==> src/qte_pkg.sv <==
// ----------------------------------------------------------------------------
// Quoted token extractor package
// Status codes, character codes and stream widths of the token extractor.
// ----------------------------------------------------------------------------
package qte_pkg;

    localparam int MAX_TOKEN_LEN_DEFAULT = 256;

    localparam int CHAR_W    = 8;
    localparam int LENGTH_W  = 9;
    localparam int STATUS_W  = 3;
    localparam int IN_DATA_W = 8;
    localparam int OUT_DATA_W = ((CHAR_W + LENGTH_W + 7) / 8) * 8;

    typedef enum logic [STATUS_W-1:0] {
        ST_BYTE      = 3'd0,
        ST_DONE      = 3'd1,
        ST_EMPTY     = 3'd2,
        ST_EARLY_END = 3'd3,
        ST_TOO_LONG  = 3'd4
    } status_t;

    localparam logic [CHAR_W-1:0] CH_BSLASH = 8'h5C;
    localparam logic [CHAR_W-1:0] CH_QUOTE  = 8'h22;
    localparam logic [CHAR_W-1:0] CH_N      = 8'h6E;
    localparam logic [CHAR_W-1:0] CH_T      = 8'h74;
    localparam logic [CHAR_W-1:0] CH_LF     = 8'h0A;
    localparam logic [CHAR_W-1:0] CH_TAB    = 8'h09;
    localparam logic [CHAR_W-1:0] CH_CR     = 8'h0D;
    localparam logic [CHAR_W-1:0] CH_SPACE  = 8'h20;

    function automatic logic is_blank(input logic [CHAR_W-1:0] c);
        return (c == CH_SPACE) || (c == CH_TAB) || (c == CH_LF) || (c == CH_CR);
    endfunction

endpackage

==> src/quoted_token_extractor.sv <==
// ----------------------------------------------------------------------------
// Quoted token extractor
// Splits a byte stream into blank-separated tokens with quoting and escapes.
// ----------------------------------------------------------------------------
// One byte enters per transfer on the slave stream; tuser set marks the end
// of the input and the byte is then ignored. Each accepted byte gives zero or
// one result on the master stream: a token byte (status 0, tlast low) or the
// end result of a token (status 1 to 4, tlast high, token length in tdata).
// A double quote at the start of a token opens quoted mode, a backslash
// escapes the next byte, and a blank outside quoted mode ends the token.
// The result of an input transfer is registered in the output register for the
// following cycle. The block takes one byte every cycle; the single output register
// is refilled in the same cycle in which its result is taken, so the slave
// side stalls only while a result waits and the receiver holds tready low.
// Reset empties the output register and returns the parser to the state of
// no token begun.
// ----------------------------------------------------------------------------
module quoted_token_extractor #(
    parameter int MAX_TOKEN_LEN = qte_pkg::MAX_TOKEN_LEN_DEFAULT
) (
    input  logic                            clk,
    input  logic                            rst_n,
    input  logic                            s_axis_tvalid,
    output logic                            s_axis_tready,
    // [7:0] char_in
    input  logic [qte_pkg::IN_DATA_W-1:0]   s_axis_tdata,
    // [0] end_of_input
    input  logic                            s_axis_tuser,
    output logic                            m_axis_tvalid,
    input  logic                            m_axis_tready,
    // [7:0] out_char, [16:8] token_length, upper bits zero
    output logic [qte_pkg::OUT_DATA_W-1:0]  m_axis_tdata,
    // [2:0] status
    output logic [qte_pkg::STATUS_W-1:0]    m_axis_tuser,
    // token_last
    output logic                            m_axis_tlast
);

    localparam int CNT_W = $clog2(MAX_TOKEN_LEN + 1);
    localparam int PAD_W = qte_pkg::OUT_DATA_W - qte_pkg::CHAR_W - qte_pkg::LENGTH_W;

    typedef enum logic [1:0] {
        MODE_PLAIN,
        MODE_QUOTED,
        MODE_SKIP
    } mode_t;

    mode_t                          mode_reg, mode_next;
    logic                           esc_reg, esc_next;
    logic [CNT_W-1:0]               count_reg, count_next;
    logic                           ovf_reg, ovf_next;
    logic                           valid_reg, valid_next;
    logic [qte_pkg::CHAR_W-1:0]     char_reg, char_next;
    qte_pkg::status_t               status_reg, status_next;
    logic [qte_pkg::LENGTH_W-1:0]   length_reg, length_next;
    logic                           last_reg, last_next;

    logic                           accept;
    logic [qte_pkg::CHAR_W-1:0]     c;
    logic [qte_pkg::CHAR_W-1:0]     c_xlat;
    logic                           blank;
    qte_pkg::status_t               normal_status;
    logic                           emit_end;
    logic                           emit_byte;
    qte_pkg::status_t               end_status;

    assign s_axis_tready = !valid_reg || m_axis_tready;
    assign accept        = s_axis_tvalid && s_axis_tready;
    assign c             = s_axis_tdata[qte_pkg::CHAR_W-1:0];
    assign blank         = qte_pkg::is_blank(c);

    always_comb
    begin
        if (ovf_reg)
        begin
            normal_status = qte_pkg::ST_TOO_LONG;
        end
        else if (count_reg != '0)
        begin
            normal_status = qte_pkg::ST_DONE;
        end
        else
        begin
            normal_status = qte_pkg::ST_EMPTY;
        end
    end

    always_comb
    begin
        if (esc_reg && (c == qte_pkg::CH_N))
        begin
            c_xlat = qte_pkg::CH_LF;
        end
        else if (esc_reg && (c == qte_pkg::CH_T))
        begin
            c_xlat = qte_pkg::CH_TAB;
        end
        else
        begin
            c_xlat = c;
        end
    end

    always_comb
    begin
        mode_next  = mode_reg;
        esc_next   = esc_reg;
        count_next = count_reg;
        ovf_next   = ovf_reg;
        emit_end   = 1'b0;
        emit_byte  = 1'b0;
        end_status = normal_status;

        if (accept)
        begin
            priority if (s_axis_tuser)
            begin
                emit_end   = 1'b1;
                end_status = qte_pkg::ST_EARLY_END;
            end
            else if (mode_reg == MODE_SKIP)
            begin
                emit_end = blank;
            end
            else if ((mode_reg != MODE_QUOTED) && blank)
            begin
                emit_end = 1'b1;
            end
            else if (!esc_reg && (c == qte_pkg::CH_BSLASH))
            begin
                esc_next = 1'b1;
            end
            else if (!esc_reg && (c == qte_pkg::CH_QUOTE) && (mode_reg == MODE_QUOTED))
            begin
                mode_next = MODE_SKIP;
            end
            else if (!esc_reg && (c == qte_pkg::CH_QUOTE) && (count_reg == '0) && !ovf_reg)
            begin
                mode_next = MODE_QUOTED;
            end
            else
            begin
                esc_next = 1'b0;
                if (!ovf_reg)
                begin
                    if (count_reg >= CNT_W'(MAX_TOKEN_LEN))
                    begin
                        ovf_next = 1'b1;
                    end
                    else
                    begin
                        count_next = count_reg + 1'b1;
                        emit_byte  = 1'b1;
                    end
                end
            end

            if (!s_axis_tuser && (c == qte_pkg::CH_QUOTE) && !esc_reg
                && (mode_reg != MODE_SKIP) && !((mode_reg != MODE_QUOTED) && blank))
            begin
                esc_next = 1'b0;
            end

            if (emit_end)
            begin
                mode_next  = MODE_PLAIN;
                esc_next   = 1'b0;
                count_next = '0;
                ovf_next   = 1'b0;
            end
        end
    end

    always_comb
    begin
        valid_next  = valid_reg && !m_axis_tready;
        char_next   = char_reg;
        status_next = status_reg;
        length_next = length_reg;
        last_next   = last_reg;

        if (emit_end)
        begin
            valid_next  = 1'b1;
            char_next   = '0;
            status_next = end_status;
            length_next = qte_pkg::LENGTH_W'(count_reg);
            last_next   = 1'b1;
        end
        else if (emit_byte)
        begin
            valid_next  = 1'b1;
            char_next   = c_xlat;
            status_next = qte_pkg::ST_BYTE;
            length_next = '0;
            last_next   = 1'b0;
        end
    end

    always_ff @(posedge clk or negedge rst_n)
    begin
        if (!rst_n)
        begin
            mode_reg   <= MODE_PLAIN;
            esc_reg    <= 1'b0;
            count_reg  <= '0;
            ovf_reg    <= 1'b0;
            valid_reg  <= 1'b0;
            char_reg   <= '0;
            status_reg <= qte_pkg::ST_BYTE;
            length_reg <= '0;
            last_reg   <= 1'b0;
        end
        else
        begin
            mode_reg   <= mode_next;
            esc_reg    <= esc_next;
            count_reg  <= count_next;
            ovf_reg    <= ovf_next;
            valid_reg  <= valid_next;
            char_reg   <= char_next;
            status_reg <= status_next;
            length_reg <= length_next;
            last_reg   <= last_next;
        end
    end

    assign m_axis_tvalid = valid_reg;
    assign m_axis_tdata  = {{PAD_W{1'b0}}, length_reg, char_reg};
    assign m_axis_tuser  = status_reg;
    assign m_axis_tlast  = last_reg;

endmodule

==> config.mk <==
export PLATFORM = sky130hd
export DESIGN_NAME = quoted_token_extractor
export DESIGN_NICKNAME = d
export VERILOG_FILES = /design/src/qte_pkg.sv /design/src/quoted_token_extractor.sv
export SDC_FILE = /design/constraint.sdc
export NUM_CORES = 1
export LEC_CHECK = 0
export BUFFER_PORTS_ARGS = -buffer_cell sky130_fd_sc_hd__buf_2
export CORE_ASPECT_RATIO = 1.2
export CORE_UTILIZATION = 53
export CTS_CLUSTER_SIZE = 24
export DETAILED_ROUTE_END_ITERATION = 8
export GPL_TIMING_DRIVEN = 0
export HOLD_SLACK_MARGIN = 0.1
export PLACE_DENSITY = 0.81
export SYNTH_ARGS = -nofsm -noshare
export SYNTH_HDL_FRONTEND = slang
export SYNTH_SLANG_ARGS = --single-unit
==> constraint.sdc <==
create_clock -name clk -period 3 [get_ports clk]
set_input_delay 0.6 -clock clk [delete_from_list [all_inputs] [get_ports clk]]
set_output_delay 0.6 -clock clk [all_outputs]
set_load 0.05 [all_outputs]
==> impl_metrics.xml <==
<?xml version="1.0" encoding="UTF-8"?>
<metrics>
  <group name="routing">
    <metric name="wire_per_inst" unit="um">15.5</metric>
    <metric name="finalWirelength" unit="um">4110</metric>
    <metric name="vias_per_cell" unit="">6.12</metric>
    <metric name="vias" unit="">1621</metric>
    <metric name="iteration_count_of_the_initial_detailed_routing_pass" unit="">4</metric>
    <metric name="drc_violations_left" unit="">0</metric>
    <metric name="initialDrtViolationCount" unit="">53</metric>
    <metric name="drt.antenna.violating_nets" unit="">0</metric>
  </group>
  <group name="power">
    <metric name="leakagePower" unit="uW">0.00110</metric>
    <metric name="p_comb_share" unit="%">30.8</metric>
    <metric name="p_switching" unit="uW">515</metric>
    <metric name="cell_internal_pwr" unit="uW">917</metric>
    <metric name="sequentialPowerShare" unit="%">39.0</metric>
    <metric name="vdd_ir_drop_max" unit="mV">0.507</metric>
    <metric name="clockPowerShare" unit="%">30.2</metric>
    <metric name="power-per-cell-area" unit="nW/um^2">647</metric>
    <metric name="switching_share" unit="%">36.0</metric>
  </group>
  <group name="synth">
    <metric name="synth_commonest_cells" unit="">sky130_fd_sc_hd__dfrtp_1, sky130_fd_sc_hd__a22o_1, sky130_fd_sc_hd__nand2_1</metric>
    <metric name="yosysUniqueCellTypes" unit="">43</metric>
    <metric name="yosys-top-cells-area" unit="">sky130_fd_sc_hd__dfrtp_1, sky130_fd_sc_hd__a22o_1, sky130_fd_sc_hd__buf_4</metric>
    <metric name="postSynthCellCount" unit="">180</metric>
    <metric name="postSynthAreaPerCell" unit="um^2">10.3</metric>
    <metric name="ys_async_sr_fraction" unit="%">100</metric>
    <metric name="synth.most_common_cell" unit="">sky130_fd_sc_hd__dfrtp_1</metric>
    <metric name="synth.ff_latch_count" unit="">35</metric>
    <metric name="synth_area_leader" unit="">sky130_fd_sc_hd__dfrtp_1</metric>
    <metric name="yosysWarningCount" unit="">0</metric>
    <metric name="yosys_most_used_dff" unit="">sky130_fd_sc_hd__dfrtp_1</metric>
    <metric name="yosysSeqAreaShare" unit="%">47.2</metric>
    <metric name="synth_largest_type_area_fraction" unit="%">47.2</metric>
    <metric name="post_synth_instance_area" unit="um^2">1850</metric>
    <metric name="synth_edf_count" unit="">0</metric>
  </group>
  <group name="grt">
    <metric name="overflow" unit="">0</metric>
    <metric name="grtUsageTotal" unit="%">24.5</metric>
    <metric name="grt_antenna_before_repair" unit="">0</metric>
    <metric name="via_count_of_the_first_global_routing_pass" unit="">1496</metric>
    <metric name="grt_first_pass_wirelength" unit="um">6980</metric>
    <metric name="grt_start_max_net_pins" unit="">36</metric>
  </group>
  <group name="clock_network">
    <metric name="post-cts-setup-buffers" unit="">0</metric>
    <metric name="cts_tree" unit="">done</metric>
    <metric name="cts_made_buffers" unit="">5</metric>
    <metric name="clkTransAtPathRegs" unit="ns">0.07</metric>
    <metric name="cts_max_level" unit="">2</metric>
    <metric name="cts-hold-fix-buffers" unit="">0</metric>
    <metric name="cts_root_buffer" unit="">sky130_fd_sc_hd__clkbuf_8</metric>
    <metric name="buffer_levels_on_the_longest_clock_path" unit="">2</metric>
    <metric name="tritoncts_num_sinks" unit="">35</metric>
    <metric name="cts_repair_resize_count" unit="">0</metric>
    <metric name="worst_skew_pair.late_latency" unit="ns">0.28</metric>
  </group>
  <group name="sta">
    <metric name="setup_repair_after_global_routing_missed_its_margin" unit="">no</metric>
    <metric name="final.setup.tns" unit="ns">0</metric>
    <metric name="finalSetupViolations" unit="">0</metric>
    <metric name="finalWorstPathRequiredPeriod" unit="ns">2.73</metric>
    <metric name="final_hold_viol_count" unit="">0</metric>
    <metric name="max_slew_margin_vs_limit" unit="%">50.0</metric>
    <metric name="fin_worst_skew" unit="ns">0.00452</metric>
    <metric name="post-route-period-util" unit="%">91.1</metric>
    <metric name="drv_slew" unit="">0</metric>
    <metric name="max_freq" unit="MHz">366</metric>
    <metric name="worst_pin_slew" unit="ns">0.750</metric>
  </group>
  <group name="placement">
    <metric name="port-buffer-count" unit="">34</metric>
    <metric name="placedCellCount" unit="">257</metric>
    <metric name="gpl.final_weighted_congestion" unit="">0.868</metric>
    <metric name="detailed_place_hpwl" unit="um">2920</metric>
  </group>
  <group name="die">
    <metric name="die_area" unit="um^2">3740</metric>
    <metric name="design.core.area" unit="um^2">3340</metric>
    <metric name="dieWidth" unit="um">56.0</metric>
    <metric name="initial_core_util" unit="%">55.5</metric>
    <metric name="die_y" unit="um">66.8</metric>
    <metric name="rows" unit="">23</metric>
    <metric name="top_level_ports" unit="">43</metric>
  </group>
  <group name="critical_path">
    <metric name="worst_ep_required_time" unit="ns">3.17</metric>
    <metric name="startpoint_type" unit="">register</metric>
    <metric name="worstSetupEndpointType" unit="">register</metric>
    <metric name="cp_data_arrival_time" unit="ns">2.90</metric>
    <metric name="critPathSlowestCell" unit="">sky130_fd_sc_hd__or4_1</metric>
    <metric name="worst_path_largest_cell_delay" unit="ns">0.56</metric>
    <metric name="crit_fanout" unit="">10</metric>
    <metric name="worst-setup-path-type" unit="">register to register</metric>
    <metric name="critical_path.cell_chain" unit="">inv_1 &gt; ha_1 &gt; or4b_1 &gt; or4_1 &gt; a21oi_2 &gt; buf_4 &gt; nor3_1 &gt; mux2_2</metric>
  </group>
  <group name="finish">
    <metric name="final_net_count" unit="">242</metric>
    <metric name="antenna_cells" unit="">0</metric>
    <metric name="final_layout_size_suffix_gt1_share" unit="%">25.9</metric>
    <metric name="post_layout_nonfiller_instances" unit="">265</metric>
    <metric name="syn2layout_area_growth" unit="%">19.2</metric>
  </group>
  <group name="flow_run">
    <metric name="max_cap_viol_count" unit="">0</metric>
  </group>
  <group name="run_status">
    <metric name="status" unit="">complete, no violations</metric>
  </group>
  <group name="min_path">
    <metric name="timing.hold.worst.class" unit="">primary input to async pin</metric>
  </group>
</metrics>
-- metrics by stage --
stage	instance area (um^2)	utilization, %	power, uW	hold slack [ns]	setup slack, ns
4_1_cts	2210	66.2	1440	0.403	0.281
6_report	2210	66.2	1430	0.378	0.267
3_5_place_dp	2090	62.7	1000	0.476	0.130
5_1_grt	2210	66.2	1500	0.428	0.153
2_1_floorplan	1880	-	894	0.304	0.488
3_3_place_gp	2090	62.7	999	0.473	0.106
-- layer usage --
metal | up-vias | track usage [%] | routed length [um]
li1 | 775 | - | -
met1 | 793 | 29.7 | 1810
met2 | 49 | 41.1 | 2110
met3 | 4 | 6.60 | 150
met4 | 0 | 10.4 | 39
met5 | - | 0 | 0
-- power groups by stage --
stage	logic (uW)	registers [uW]	clock network, uW
floorplan	188	705	0
global placement	433	566	0
detailed placement	437	566	0
CTS	442	557	438
global route	469	564	465
finish	441	558	432
-- worst max-delay path, delay by kind of cell, from the launching register on --
family / cells / cell delay, ns
compound gates: 1 / 0.26
fa+ha+maj: 1 / 0.16
simple gates: 3 / 1.19
flops: 1 / 0.39
buf+inv: 2 / 0.34
mux: 1 / 0.28
-- worst paths after layout --
kind	from	slack [ns]	endpoint	depth (start not counted)
max in group asynchronous	rst_n	2.14	m_axis_tuser[0]	1
min reg2reg	char_reg[4]	0.49	char_reg[4]	1
max	count_reg[0]	0.27	count_reg[0]	8
max reg2reg	count_reg[0]	0.27	count_reg[0]	8
min	rst_n	0.38	count_reg[7]	1
min in group clk	char_reg[4]	0.49	char_reg[4]	1
-- placed cells by master, fill, tap and decap left out, drive strengths merged, types with 7 or more instances in the layout --
cell,n
dfrtp,35
a22o,18
nor2,8
buf,46
nand2,11
a21oi,10
clkbuf,10
nand3,8
o31ai,7
conb,7
-- layout make-up --
class / count / area (um^2)
Fill cell: 292 / 1130
Clock inverter: 2 / 35.0
Inverter: 4 / 15.0
Tap cell: 37 / 46.3
Clock buffer: 6 / 82.6
Sequential cell: 35 / 876
Buffer: 16 / 108
Multi-Input combinational cell: 131 / 878
Timing Repair Buffer: 34 / 170
-- logic make-up after synthesis --
family	count (synthesis)	synth area share [%]
AND/OR/NAND/NOR	70	22.2
AO/OA/AOI/OAI	50	21.3
flip-flops	35	47.2
buffers and inverters	20	6.61
multiplexers	2	1.15
adder cells (fa/ha/maj)	2	1.35
other	1	0.202
Power figures use the tool's default switching activity.
